===== src/hdl/aif_pkg.sv =====
// Shared types and constants for the adaptive integrate-and-fire neuron.
// No dependencies; imported by aif_regs, aif_mul and adaptive_integrate_fire_neuron.
package aif_pkg;

    // Register map, index = paddr[4:2]
    typedef enum logic [2:0] {
        REG_REST   = 3'd0,
        REG_THRESH = 3'd1,
        REG_REFR   = 3'd2,
        REG_TSTEP  = 3'd3,
        REG_MGAIN  = 3'd4,
        REG_AGAIN  = 3'd5,
        REG_ASTEP  = 3'd6,
        REG_AEN    = 3'd7
    } reg_idx_t;

    localparam int ADDR_WIDTH = 5;
    localparam int DATA_WIDTH = 32;
    localparam int GAIN_WIDTH = 16;
    localparam int TIME_WIDTH = 16;
    localparam int STEP_WIDTH = 15;

    localparam logic [TIME_WIDTH-1:0] REFR_RST  = 16'd6400;
    localparam logic [TIME_WIDTH-1:0] TSTEP_RST = 16'd256;
    localparam logic [GAIN_WIDTH-1:0] MGAIN_RST = 16'd3277;
    localparam logic [GAIN_WIDTH-1:0] AGAIN_RST = 16'd655;
    localparam logic [STEP_WIDTH-1:0] ASTEP_RST = 15'd128;

    localparam longint REST_RST_VAL   = -16640;
    localparam longint THRESH_RST_VAL = -12800;

    // Sequencer states
    typedef enum logic [5:0] {
        S_IDLE  = 6'b000001,
        S_DECAY = 6'b000010,
        S_ADAPT = 6'b000100,
        S_MEMB  = 6'b001000,
        S_FIRE  = 6'b010000,
        S_PUSH  = 6'b100000
    } seq_state_t;

endpackage


===== src/hdl/aif_regs.sv =====
// APB-style configuration register file for the neuron.
// Depends on aif_pkg for the register map and reset constants.
module aif_regs
    import aif_pkg::*;
#(
    parameter int VOLTAGE_WIDTH = 18
)
(
    input  logic                            clk,
    input  logic                            rst_n,
    input  logic                            psel,
    input  logic                            penable,
    input  logic                            pwrite,
    input  logic [ADDR_WIDTH-1:0]           paddr,
    input  logic [DATA_WIDTH-1:0]           pwdata,
    output logic [DATA_WIDTH-1:0]           prdata,
    output logic                            pready,
    output logic signed [VOLTAGE_WIDTH-1:0] rest,
    output logic signed [VOLTAGE_WIDTH-1:0] thresh,
    output logic [TIME_WIDTH-1:0]           refr_len,
    output logic [TIME_WIDTH-1:0]           tstep,
    output logic [GAIN_WIDTH-1:0]           mgain,
    output logic [GAIN_WIDTH-1:0]           again,
    output logic [STEP_WIDTH-1:0]           astep,
    output logic                            aen
);

    localparam logic signed [VOLTAGE_WIDTH-1:0] REST_RST   = VOLTAGE_WIDTH'(REST_RST_VAL);
    localparam logic signed [VOLTAGE_WIDTH-1:0] THRESH_RST = VOLTAGE_WIDTH'(THRESH_RST_VAL);

    logic signed [VOLTAGE_WIDTH-1:0] rest_reg, thresh_reg;
    logic [TIME_WIDTH-1:0]           refr_reg, tstep_reg;
    logic [GAIN_WIDTH-1:0]           mgain_reg, again_reg;
    logic [STEP_WIDTH-1:0]           astep_reg;
    logic                            aen_reg;
    logic                            wr_en;
    reg_idx_t                        idx;

    assign pready = 1'b1;
    assign wr_en  = psel && penable && pwrite;
    assign idx    = reg_idx_t'(paddr[4:2]);

    always_ff @(posedge clk or negedge rst_n)
    begin
        if (!rst_n)
        begin
            rest_reg   <= REST_RST;
            thresh_reg <= THRESH_RST;
            refr_reg   <= REFR_RST;
            tstep_reg  <= TSTEP_RST;
            mgain_reg  <= MGAIN_RST;
            again_reg  <= AGAIN_RST;
            astep_reg  <= ASTEP_RST;
            aen_reg    <= 1'b1;
        end
        else if (wr_en)
        begin
            unique case (idx)
                REG_REST:   rest_reg   <= pwdata[VOLTAGE_WIDTH-1:0];
                REG_THRESH: thresh_reg <= pwdata[VOLTAGE_WIDTH-1:0];
                REG_REFR:   refr_reg   <= pwdata[TIME_WIDTH-1:0];
                REG_TSTEP:  tstep_reg  <= pwdata[TIME_WIDTH-1:0];
                REG_MGAIN:  mgain_reg  <= pwdata[GAIN_WIDTH-1:0];
                REG_AGAIN:  again_reg  <= pwdata[GAIN_WIDTH-1:0];
                REG_ASTEP:  astep_reg  <= pwdata[STEP_WIDTH-1:0];
                REG_AEN:    aen_reg    <= pwdata[0];
                default:    ;
            endcase
        end
    end

    always_comb
    begin
        prdata = '0;
        unique case (idx)
            REG_REST:   prdata = DATA_WIDTH'(rest_reg);
            REG_THRESH: prdata = DATA_WIDTH'(thresh_reg);
            REG_REFR:   prdata = DATA_WIDTH'(refr_reg);
            REG_TSTEP:  prdata = DATA_WIDTH'(tstep_reg);
            REG_MGAIN:  prdata = DATA_WIDTH'(mgain_reg);
            REG_AGAIN:  prdata = DATA_WIDTH'(again_reg);
            REG_ASTEP:  prdata = DATA_WIDTH'(astep_reg);
            REG_AEN:    prdata = DATA_WIDTH'(aen_reg);
            default:    prdata = '0;
        endcase
    end

    assign rest     = rest_reg;
    assign thresh   = thresh_reg;
    assign refr_len = refr_reg;
    assign tstep    = tstep_reg;
    assign mgain    = mgain_reg;
    assign again    = again_reg;
    assign astep    = astep_reg;
    assign aen      = aen_reg;

endmodule


===== src/hdl/aif_mul.sv =====
// Shared Q0.16 gain multiplier: q = floor((x * g + 2^15) / 2^16), registered.
// Depends on aif_pkg for the gain width.
module aif_mul
    import aif_pkg::*;
#(
    parameter int X_WIDTH = 24
)
(
    input  logic                      clk,
    input  logic signed [X_WIDTH-1:0] x,
    input  logic [GAIN_WIDTH-1:0]     g,
    output logic signed [X_WIDTH-1:0] q
);

    localparam int P_WIDTH = X_WIDTH + GAIN_WIDTH + 1;

    logic signed [P_WIDTH-1:0] prod;
    logic signed [P_WIDTH-1:0] rnd;
    logic signed [X_WIDTH-1:0] q_reg;

    assign prod = P_WIDTH'(x) * P_WIDTH'($signed({1'b0, g}));
    // round half up, then arithmetic shift is a floor
    assign rnd  = prod + P_WIDTH'(32768);

    always_ff @(posedge clk)
    begin
        q_reg <= rnd[X_WIDTH+GAIN_WIDTH-1:GAIN_WIDTH];
    end

    assign q = q_reg;

endmodule


===== src/hdl/adaptive_integrate_fire_neuron.sv =====
// Adaptive leaky integrate-and-fire neuron, top level: sequencer, state, output beat.
// Depends on aif_pkg, aif_regs (configuration) and aif_mul (shared multiplier).
//
//  channel | direction | handshake              | payload
//  --------+-----------+------------------------+------------------------------
//  in      | sink      | in_valid / in_stall    | synaptic_current
//  out     | source    | out_valid / out_stall  | spike, voltage, adapt_level
//  cfg     | slave     | psel/penable/pwrite    | paddr, pwdata, prdata
//
// The result beat is loaded into the output register from S_FIRE (from S_ADAPT on
// refractory steps, which skip the membrane update); the next input beat can be taken
// once back in S_IDLE. The multiplier serves the adaptation decay, then the membrane update.
// in_stall is high from acceptance until the result is loaded into the output
// register; a stalled output holds and the sequencer waits in S_PUSH, taking no new beat.
// Reset is asynchronous and needs no clearing pass.
module adaptive_integrate_fire_neuron
    import aif_pkg::*;
#(
    parameter int VOLTAGE_WIDTH = 18,
    parameter int CURRENT_WIDTH = 16
)
(
    input  logic                            clk,
    input  logic                            rst_n,
    input  logic                            psel,
    input  logic                            penable,
    input  logic                            pwrite,
    input  logic [ADDR_WIDTH-1:0]           paddr,
    input  logic [DATA_WIDTH-1:0]           pwdata,
    output logic [DATA_WIDTH-1:0]           prdata,
    output logic                            pready,
    input  logic                            in_valid,
    output logic                            in_stall,
    input  logic signed [CURRENT_WIDTH-1:0] synaptic_current,
    output logic                            out_valid,
    input  logic                            out_stall,
    output logic                            spike,
    output logic signed [VOLTAGE_WIDTH-1:0] voltage,
    output logic signed [CURRENT_WIDTH-1:0] adapt_level
);

    localparam int VW = VOLTAGE_WIDTH;
    localparam int CW = CURRENT_WIDTH;
    // difference operand: rest - v + 5*(I - a)
    localparam int DW = ((VW + 1 > CW + 4) ? VW + 1 : CW + 4) + 1;
    // adaptation increment sum
    localparam int AW = ((CW > STEP_WIDTH + 1) ? CW : STEP_WIDTH + 1) + 1;

    localparam longint VMAX = (longint'(1) <<< (VW - 1)) - 1;
    localparam longint VMIN = -VMAX - 1;
    localparam longint AMAX = (longint'(1) <<< (CW - 1)) - 1;
    localparam longint AMIN = -AMAX - 1;
    localparam longint VRST = (REST_RST_VAL < VMIN) ? VMIN : REST_RST_VAL;

    localparam logic signed [DW:0]   V_HI  = (DW + 1)'(VMAX);
    localparam logic signed [DW:0]   V_LO  = (DW + 1)'(VMIN);
    localparam logic signed [CW:0]   A_HI1 = (CW + 1)'(AMAX);
    localparam logic signed [CW:0]   A_LO1 = (CW + 1)'(AMIN);
    localparam logic signed [AW-1:0] A_HI2 = AW'(AMAX);
    localparam logic signed [AW-1:0] A_LO2 = AW'(AMIN);
    localparam logic signed [VW-1:0] V_RST = VW'(VRST);

    logic signed [VW-1:0]    rest, thresh;
    logic [TIME_WIDTH-1:0]   refr_len, tstep;
    logic [GAIN_WIDTH-1:0]   mgain, again, mul_g;
    logic [STEP_WIDTH-1:0]   astep;
    logic                    aen;

    seq_state_t              state_reg, state_next;
    logic signed [CW-1:0]    cur_reg;
    logic signed [VW-1:0]    volt_reg, volt_next;
    logic [TIME_WIDTH-1:0]   refr_reg, refr_next;
    logic signed [CW-1:0]    adapt_reg, adapt_next;
    logic                    spike_reg, spike_next;
    logic signed [DW-1:0]    op_reg, op_next;
    logic signed [DW-1:0]    q;

    logic                    out_valid_reg, out_valid_next;
    logic                    out_spike_reg;
    logic signed [VW-1:0]    out_volt_reg;
    logic signed [CW-1:0]    out_adapt_reg;
    logic                    out_free, out_load, in_take;

    logic signed [CW:0]      dec_sum;
    logic signed [CW-1:0]    a_dec, a_new;
    logic signed [DW-1:0]    ia_diff, diff;
    logic signed [DW:0]      v_sum;
    logic signed [VW-1:0]    v_sat;
    logic signed [AW-1:0]    inc_sum;
    logic signed [CW-1:0]    a_inc;
    logic [TIME_WIDTH-1:0]   dt;

    aif_regs #(
        .VOLTAGE_WIDTH (VW)
    ) u_regs (
        .clk      (clk),
        .rst_n    (rst_n),
        .psel     (psel),
        .penable  (penable),
        .pwrite   (pwrite),
        .paddr    (paddr),
        .pwdata   (pwdata),
        .prdata   (prdata),
        .pready   (pready),
        .rest     (rest),
        .thresh   (thresh),
        .refr_len (refr_len),
        .tstep    (tstep),
        .mgain    (mgain),
        .again    (again),
        .astep    (astep),
        .aen      (aen)
    );

    assign mul_g = (state_reg == S_DECAY) ? again : mgain;

    aif_mul #(
        .X_WIDTH (DW)
    ) u_mul (
        .clk (clk),
        .x   (op_reg),
        .g   (mul_g),
        .q   (q)
    );

    assign in_stall = (state_reg != S_IDLE);
    assign in_take  = in_valid && !in_stall;
    assign out_free = !out_valid_reg || !out_stall;

    // adaptation decay, q holds a * adaptation_gain here
    assign dec_sum = (CW + 1)'(adapt_reg) - q[CW:0];
    assign a_dec   = (dec_sum > A_HI1) ? CW'(AMAX) :
                     (dec_sum < A_LO1) ? CW'(AMIN) : dec_sum[CW-1:0];
    assign a_new   = aen ? a_dec : '0;

    // membrane drive uses the freshly decayed adaptation value
    assign ia_diff = DW'(cur_reg) - DW'(a_new);
    assign diff    = DW'(rest) - DW'(volt_reg) + (ia_diff <<< 2) + ia_diff;

    assign v_sum = (DW + 1)'(volt_reg) + (DW + 1)'(q);
    assign v_sat = (v_sum > V_HI) ? VW'(VMAX) :
                   (v_sum < V_LO) ? VW'(VMIN) : v_sum[VW-1:0];

    assign inc_sum = AW'(adapt_reg) + AW'($signed({1'b0, astep}));
    assign a_inc   = (inc_sum > A_HI2) ? CW'(AMAX) :
                     (inc_sum < A_LO2) ? CW'(AMIN) : inc_sum[CW-1:0];

    assign dt = (tstep == '0) ? TIME_WIDTH'(1) : tstep;

    always_comb
    begin
        state_next = state_reg;
        volt_next  = volt_reg;
        refr_next  = refr_reg;
        adapt_next = adapt_reg;
        spike_next = spike_reg;
        op_next    = op_reg;
        out_load   = 1'b0;
        unique case (state_reg)
            S_IDLE:
            begin
                if (in_take)
                begin
                    op_next    = DW'(adapt_reg);
                    state_next = S_DECAY;
                end
            end
            S_DECAY:
            begin
                state_next = S_ADAPT;
            end
            S_ADAPT:
            begin
                adapt_next = a_new;
                spike_next = 1'b0;
                if (refr_reg != '0)
                begin
                    refr_next  = (refr_reg > dt) ? refr_reg - dt : '0;
                    volt_next  = rest;
                    out_load   = out_free;
                    state_next = out_free ? S_IDLE : S_PUSH;
                end
                else
                begin
                    op_next    = diff;
                    state_next = S_MEMB;
                end
            end
            S_MEMB:
            begin
                state_next = S_FIRE;
            end
            S_FIRE:
            begin
                volt_next = v_sat;
                if (v_sat >= thresh)
                begin
                    spike_next = 1'b1;
                    volt_next  = '0;
                    refr_next  = refr_len;
                    if (aen)
                    begin
                        adapt_next = a_inc;
                    end
                end
                out_load   = out_free;
                state_next = out_free ? S_IDLE : S_PUSH;
            end
            S_PUSH:
            begin
                out_load   = out_free;
                state_next = out_free ? S_IDLE : S_PUSH;
            end
            default:
            begin
                state_next = S_IDLE;
            end
        endcase
    end

    always_comb
    begin
        out_valid_next = out_valid_reg;
        if (out_valid_reg && !out_stall)
        begin
            out_valid_next = 1'b0;
        end
        if (out_load)
        begin
            out_valid_next = 1'b1;
        end
    end

    always_ff @(posedge clk or negedge rst_n)
    begin
        if (!rst_n)
        begin
            state_reg     <= S_IDLE;
            volt_reg      <= V_RST;
            refr_reg      <= '0;
            adapt_reg     <= '0;
            spike_reg     <= 1'b0;
            out_valid_reg <= 1'b0;
        end
        else
        begin
            state_reg     <= state_next;
            volt_reg      <= volt_next;
            refr_reg      <= refr_next;
            adapt_reg     <= adapt_next;
            spike_reg     <= spike_next;
            out_valid_reg <= out_valid_next;
        end
    end

    always_ff @(posedge clk)
    begin
        op_reg <= op_next;
        if (in_take)
        begin
            cur_reg <= synaptic_current;
        end
        if (out_load)
        begin
            out_spike_reg <= spike_next;
            out_volt_reg  <= volt_next;
            out_adapt_reg <= adapt_next;
        end
    end

    assign out_valid   = out_valid_reg;
    assign spike       = out_spike_reg;
    assign voltage     = out_volt_reg;
    assign adapt_level = out_adapt_reg;

`ifndef ASSERT_OFF
    a_take_starts_decay: assert property (@(posedge clk) disable iff (!rst_n)
        in_take |=> state_reg == S_DECAY)
        else $error("accepted beat did not start the decay multiply");

    a_plain_clears_adapt: assert property (@(posedge clk) disable iff (!rst_n)
        (state_reg == S_ADAPT) && !aen |=> adapt_reg == '0)
        else $error("adaptation not cleared while disabled");

    a_refr_holds_rest: assert property (@(posedge clk) disable iff (!rst_n)
        (state_reg == S_ADAPT) && (refr_reg != '0) |=> volt_reg == $past(rest))
        else $error("refractory step did not hold voltage at rest");

    a_spike_zero_volt: assert property (@(posedge clk) disable iff (!rst_n)
        out_valid_reg && out_spike_reg |-> out_volt_reg == '0)
        else $error("spike beat with nonzero voltage");
`endif

endmodule

===== config.mk =====
export PLATFORM = sky130hd
export DESIGN_NAME = adaptive_integrate_fire_neuron
export DESIGN_NICKNAME = d
export VERILOG_FILES = /design/src/hdl/aif_pkg.sv /design/src/hdl/aif_regs.sv /design/src/hdl/aif_mul.sv /design/src/hdl/adaptive_integrate_fire_neuron.sv
export SDC_FILE = /design/constraint.sdc
export NUM_CORES = 2
export LEC_CHECK = 0
export BUFFER_PORTS_ARGS = -buffer_cell sky130_fd_sc_hd__buf_2
export CAP_MARGIN = 15
export CORE_MARGIN = 1
export CORE_UTILIZATION = 35
export DETAILED_ROUTE_END_ITERATION = 8
export RECOVER_POWER = 50
export SYNTH_ARGS = -nofsm -noshare
export SYNTH_HDL_FRONTEND = slang
export SYNTH_HIERARCHICAL = 1
export SYNTH_SLANG_ARGS = --single-unit
export TNS_END_PERCENT = 10

===== constraint.sdc =====
create_clock -name clk -period 17.79 [get_ports clk]
set_clock_uncertainty 0.05 [all_clocks]
set_input_delay 2.6685 -clock clk [delete_from_list [all_inputs] [get_ports clk]]
set_output_delay 2.6685 -clock clk [all_outputs]
set_load 0.005 [all_outputs]

# Word-level counts from Yosys, hierarchy flattened
# Cells that the tools add are included.
# word_totals
register_bits	267
latchBits	0
ram_bits	0
mem_bits_ro	0
inputBits	60
output_inout_bits	70
n_memories	0
# op_classes
addsub	9
multipliers	1
div	0
order_cmp	8
n_eq_ne	18
shifts	0
n_mux	33
bitwise	0
n_reduce_logical	25
# op_table
cell	n
case mux 32 bit (8 select lines)	1
2-to-1 mux 16 bit	12
2-to-1 mux 18 bit	4
case mux 16 bit (2 select lines)	2
2-to-1 mux 21 bit	2
case mux 21 bit (2 select lines)	1
adder 37 x 17 -> 37 bit (second input constant)	1
multiplier 21 x 17 -> 37 bit	1
case mux 18 bit (2 select lines)	1
greater-than comparator 17 x 16 -> 1 bit (second input constant)	2
less-than comparator 17 x 16 -> 1 bit (second input constant)	2
case mux 6 bit (5 select lines)	1
adder 18 x 21 -> 22 bit	1
greater-than comparator 22 x 18 -> 1 bit (second input constant)	1
less-than comparator 22 x 18 -> 1 bit (second input constant)	1
adder 20 x 17 -> 21 bit	1
adder 19 x 19 -> 20 bit	1
subtractor 18 x 18 -> 19 bit	1
greater-or-equal comparator 18 bit	1
2-to-1 mux 6 bit	3
adder 16 x 16 -> 17 bit	1
subtractor 16 x 16 -> 17 bit	1
subtractor 17 bit	1
greater-than comparator 16 bit	1
other kinds (24)	50

# Longest topological paths before layout
# logic_depth
ltp_word	10
mapped_depth	37

# Modules after synthesis
# The synthesis kept the hierarchy.
# modules_own_cells
mod	instances	cells_each	area_per_inst_um2	seq_area_each_um2
aif_mul	1	1469	13252.7	420.4
adaptive_integrate_fire_neuron	1	1366	12166.7	3626.0
aif_regs	1	385	5460.2	2946.6

# Least setup slack after synthesis
# OpenSTA, ideal clock, no wires.
# synth_path
path_type	reg-to-reg
from	register adapt_reg[0]
to	register op_reg[20], data pin
setup_ps	267
t_arrival_ps	7416
required_ps	17473
setup_slack_ps	10056
path_stages_with_launch	36
n_path_buf	1
period_less_slack_ps	7734
cell_sequence	dfrtp_1 inv_1 ha_1 fa_1 nand2b_1 a21boi_1 o21ai_0 a211o_1 nand3_1 o311ai_2 nor3_1 clkbuf_1 nor2_1 nor2_1 ha_1 inv_1 fa_1 a21o_1 a21oi_1 o21ai_0 a21oi_1 o21ai_0 a21o_1 a21o_1 xnor2_1 inv_1 fa_1 inv_1 fa_1 inv_1 ha_1 o311ai_0 o2111ai_1 a41oi_1 xnor2_1 o21ai_0
# synth_between
elab_chain_len	10
# synth_lines
element	line	source
start, declared	adaptive_integrate_fire_neuron.sv:73	logic signed [CW-1:0] adapt_reg, adapt_next;
start signal, assigned	adaptive_integrate_fire_neuron.sv:250	adapt_reg <= adapt_next;
subtractor 17 bit (*)	adaptive_integrate_fire_neuron.sv:131	assign dec_sum = (CW + 1)'(adapt_reg) - q[CW:0];
less-than comparator 17 x 16 -> 1 bit	adaptive_integrate_fire_neuron.sv:133	(dec_sum < A_LO1) ? CW'(AMIN) : dec_sum[CW-1:0];
2-to-1 mux 16 bit	adaptive_integrate_fire_neuron.sv:133	
2-to-1 mux 16 bit (*)	adaptive_integrate_fire_neuron.sv:132	assign a_dec = (dec_sum > A_HI1) ? CW'(AMAX) :
2-to-1 mux 16 bit (*)	adaptive_integrate_fire_neuron.sv:134	assign a_new = aen ? a_dec : '0;
subtractor 16 x 16 -> 17 bit (*)	adaptive_integrate_fire_neuron.sv:137	assign ia_diff = DW'(cur_reg) - DW'(a_new);
adder 19 x 19 -> 20 bit	adaptive_integrate_fire_neuron.sv:138	assign diff = DW'(rest) - DW'(volt_reg) + (ia_diff <<< 2) + ia_diff;
adder 20 x 17 -> 21 bit (*)	adaptive_integrate_fire_neuron.sv:138	
2-to-1 mux 21 bit (*)	adaptive_integrate_fire_neuron.sv:176	if (refr_reg != '0)
case mux 21 bit (2 select lines) (*)	adaptive_integrate_fire_neuron.sv:159	unique case (state_reg)
net op_next[20]	adaptive_integrate_fire_neuron.sv:75	logic signed [DW-1:0] op_reg, op_next;
end signal, assigned	adaptive_integrate_fire_neuron.sv:258	op_reg <= op_next;
end, declared	adaptive_integrate_fire_neuron.sv:75	
# The timed path passes the listed nets; every way through them passes the cells marked *. The select of a mux whose other input is x is not followed.
# A chain may end at the register's enable or synchronous reset.

==> results.yml <==
global_routing:
  grt.met3_usage_pct: 2.20
  grt_most_used_layer: "met2"
  grt_pass1_wl_um: 139000
  largest_net_degree_at_the_start_of_global_routing: 79
  use_met1_pct: 28.4
  grt_antenna_before_repair: 4
  grt_util_all_layers_pct: 20.1
  globalRouteMet2Util_pct: 32.4
  number_of_global_route_vias_before_repair: 23300
  globalRouteOverflowTotal: 0
worst_setup_path:
  cpPeakStageDelay_ns: 3.11
  critical_path_class: "in -> async"
  slowest_stage: "sky130_fd_sc_hd__clkbuf_1"
  worst-endpoint-required_ns: 17.79
  path_max_fanout: 78
  chain_of_cells_forming_the_critical_path: "clkbuf_1 > clkbuf_1 > clkbuf_1"
  critPathLaunchType: "primary input"
  crit_end_element: "async pin"
  critical-path-top-cell-by-count: "sky130_fd_sc_hd__clkbuf_1"
  critPathArrivalTime_ns: 9.87
detailed_routing:
  via_count: 23000
  wire_per_inst_um: 20.3
  detail_route.iter0.violations: 1678
  remaining_drc_errors: 0
  first_pass_iters: 5
  routed_wirelength_um: 89700
  postRouteAntennaNets: 0
  via_density_per_instance: 5.20
sta:
  report.final.slew_viol_count: 267
  max-slew-margin-rel_pct: -201
  rsz0062_at_grt: "no"
  fin_setup_tns_ns: 0
  finalSetupViolCount: 0
  hold_viol_final: 0
  final.min_clock_period_ns: 9.87
  final_min_period_over_clock_period_pct: 55.5
  max_clock_freq_mhz: 101
  timing_worst_slew_pin_value_ns: 4.52
run:
  drv.max_cap_violation_count: 5
logic_synthesis:
  synth-edff-count: 72
  syn_area_sq_um: 30900
  synth_common_cells: "sky130_fd_sc_hd__inv_1 (617), sky130_fd_sc_hd__fa_1 (370), sky130_fd_sc_hd__nand2_1 (305)"
  top_count_cell_post_synth: "sky130_fd_sc_hd__inv_1"
  ys_types: 101
  avgSynthCellArea_sq_um: 9.59
  number_of_nets_in_the_synthesized_netlist: 3883
  ys_top_cells_by_area: "sky130_fd_sc_hd__fa_1 (24%), sky130_fd_sc_hd__dfrtp_1 (10%), sky130_fd_sc_hd__ha_1 (9.4%)"
  ys_warn_count: 6
  synth_cells: 3220
  synth_top_area_share_pct: 24.0
  synth.largest_area_cell: "sky130_fd_sc_hd__fa_1"
  synth_seq_cells: 267
  synth_seq_area_share_pct: 22.6
  synthArstFlopShare_pct: 65.2
  ys.flop_type: "sky130_fd_sc_hd__dfrtp_1"
run_status:
  outcome: "complete, but fails checks"
  violated_checks: "max-capacitance violations, max-slew violations"
layout:
  multiInputGateArea_sq_um: 21000
  num-nets-final: 3911
  area_delta_synth_final_pct: 8.01
  seq_area_sq_um: 6990
  layout.filler_cells: 8811
  layout-drive-gt1-share_pct: 12.1
clock_network:
  count_of_clock_tree_sinks: 267
  cts_htree_levels: 1
  clock_pin_transition_on_the_worst_setup_and_hold_timing_paths_ns: 0.06
  cts_tree: "built"
  clk_latency_ns: 0.59
  cts_buffer_depth: 3
  setup_fix_bufs_post_cts: 0
  number_of_buffers_inserted_by_hold_repair_at_cts: 0
  cts.repair.resized: 0
  cts_buffers: 29
  ctsRootBufferMaster: "sky130_fd_sc_hd__clkbuf_16"
die:
  placementRows: 108
  floorplan.initialDensity_pct: 35.5
  die_area_sq_um: 89400
  design.portCount: 130
  die_h_um: 299
  core_sq_um: 87000
  die-width_um: 299
placed_design:
  gp_congestion: 0.923
  dpl.hpwl_um: 69100
  port_buffers: 112
worst_hold_path:
  hp-class: "reg -> reg"
[critical path: cells and delay by family]
kind / cells / cell delay (ns)
buffers and inverters: 3 / 7.12
[per-stage QoR]
| step | util (%) | instances | setup WS [ns] | hold slack (ns) | instance area (sq um) |
|---|---|---|---|---|---|
| floorplan | - | 3220 | 10.06 | 0.417 | 30900 |
| global placement | 37.3 | 4371 | 8.78 | 0.449 | 32400 |
| detailed placement | 37.3 | 4371 | 8.76 | 0.452 | 32400 |
| CTS | 38.4 | 4425 | 8.76 | 0.477 | 33400 |
| global route | 38.3 | 4426 | 6.41 | 0.491 | 33400 |
| finish | 38.3 | 4427 | 7.92 | 0.477 | 33400 |
[path summary, 6_finish.rpt]
| path | from | endpoint | slack (ns) | cells after the start |
|---|---|---|---|---|
| min | refr_reg[12] | refr_reg[12] | 0.48 | 2 |
| min in group asynchronous | rst_n | u_regs/refr_len[14] | 3.64 | 1 |
| max | rst_n | u_regs/astep[3] | 7.92 | 3 |
| min reg2reg | refr_reg[12] | refr_reg[12] | 0.48 | 2 |
| max in group clk | paddr[3] | prdata[15] | 8.62 | 6 |
| max reg2reg | state_reg[5] | u_mul/q[20] | 8.72 | 21 |
[kinds of logic after synthesis]
logic type                 synth area share, %
AOI/OAI and AO/OA                         12.5
xor gates and xnor gates                  3.23
adders and majority gates                 33.4
buffers and inverters                     9.54
DFF                                       22.6
muxes                                     5.83
other                                   0.0121
and+or+nand+nor                           12.8
[area by class of cell]
class,instances,share of cell area (%)
multi-input combinational,2201,62.8
sequential,267,21.0
timing repair buffer,131,1.98
clock inverter,24,0.732
antenna,1,0.00750
clock buffer,30,2.19
inverter,618,6.96
tap,1155,4.33
[routing by layer]
metal	up-vias	wire, um
li1	10600	-
met1	11600	40300
met2	693	41300
met3	123	5270
met4	2	2740
met5	-	13
[layout by cell type, fill, tap and decap left out, types with 29 or more instances in the layout]
cell type | netlist | final
sky130_fd_sc_hd__a21o_1 | 64 | 64
sky130_fd_sc_hd__a21oi_1 | 114 | 113
sky130_fd_sc_hd__a22oi_1 | 36 | 36
sky130_fd_sc_hd__and2_1 | 216 | 216
sky130_fd_sc_hd__buf_2 | 17 | 79
sky130_fd_sc_hd__clkbuf_1 | 92 | 40
sky130_fd_sc_hd__clkbuf_16 | 0 | 29
sky130_fd_sc_hd__dfrtp_1 | 129 | 129
sky130_fd_sc_hd__dfstp_2 | 45 | 45
sky130_fd_sc_hd__edfxtp_1 | 72 | 72
sky130_fd_sc_hd__fa_1 | 370 | 370
sky130_fd_sc_hd__ha_1 | 233 | 233
sky130_fd_sc_hd__inv_1 | 617 | 617
sky130_fd_sc_hd__mux2_2 | 130 | 130
sky130_fd_sc_hd__nand2_1 | 305 | 305
sky130_fd_sc_hd__nand3_1 | 31 | 31
sky130_fd_sc_hd__nor2_1 | 76 | 75
sky130_fd_sc_hd__o21ai_0 | 115 | 115
sky130_fd_sc_hd__xnor2_1 | 70 | 70
sky130_fd_sc_hd__xor2_1 | 44 | 44
Power is left out: the tool's default activity adds up to more than one toggle a clock period on the data nets, which glitch-free logic cannot reach.
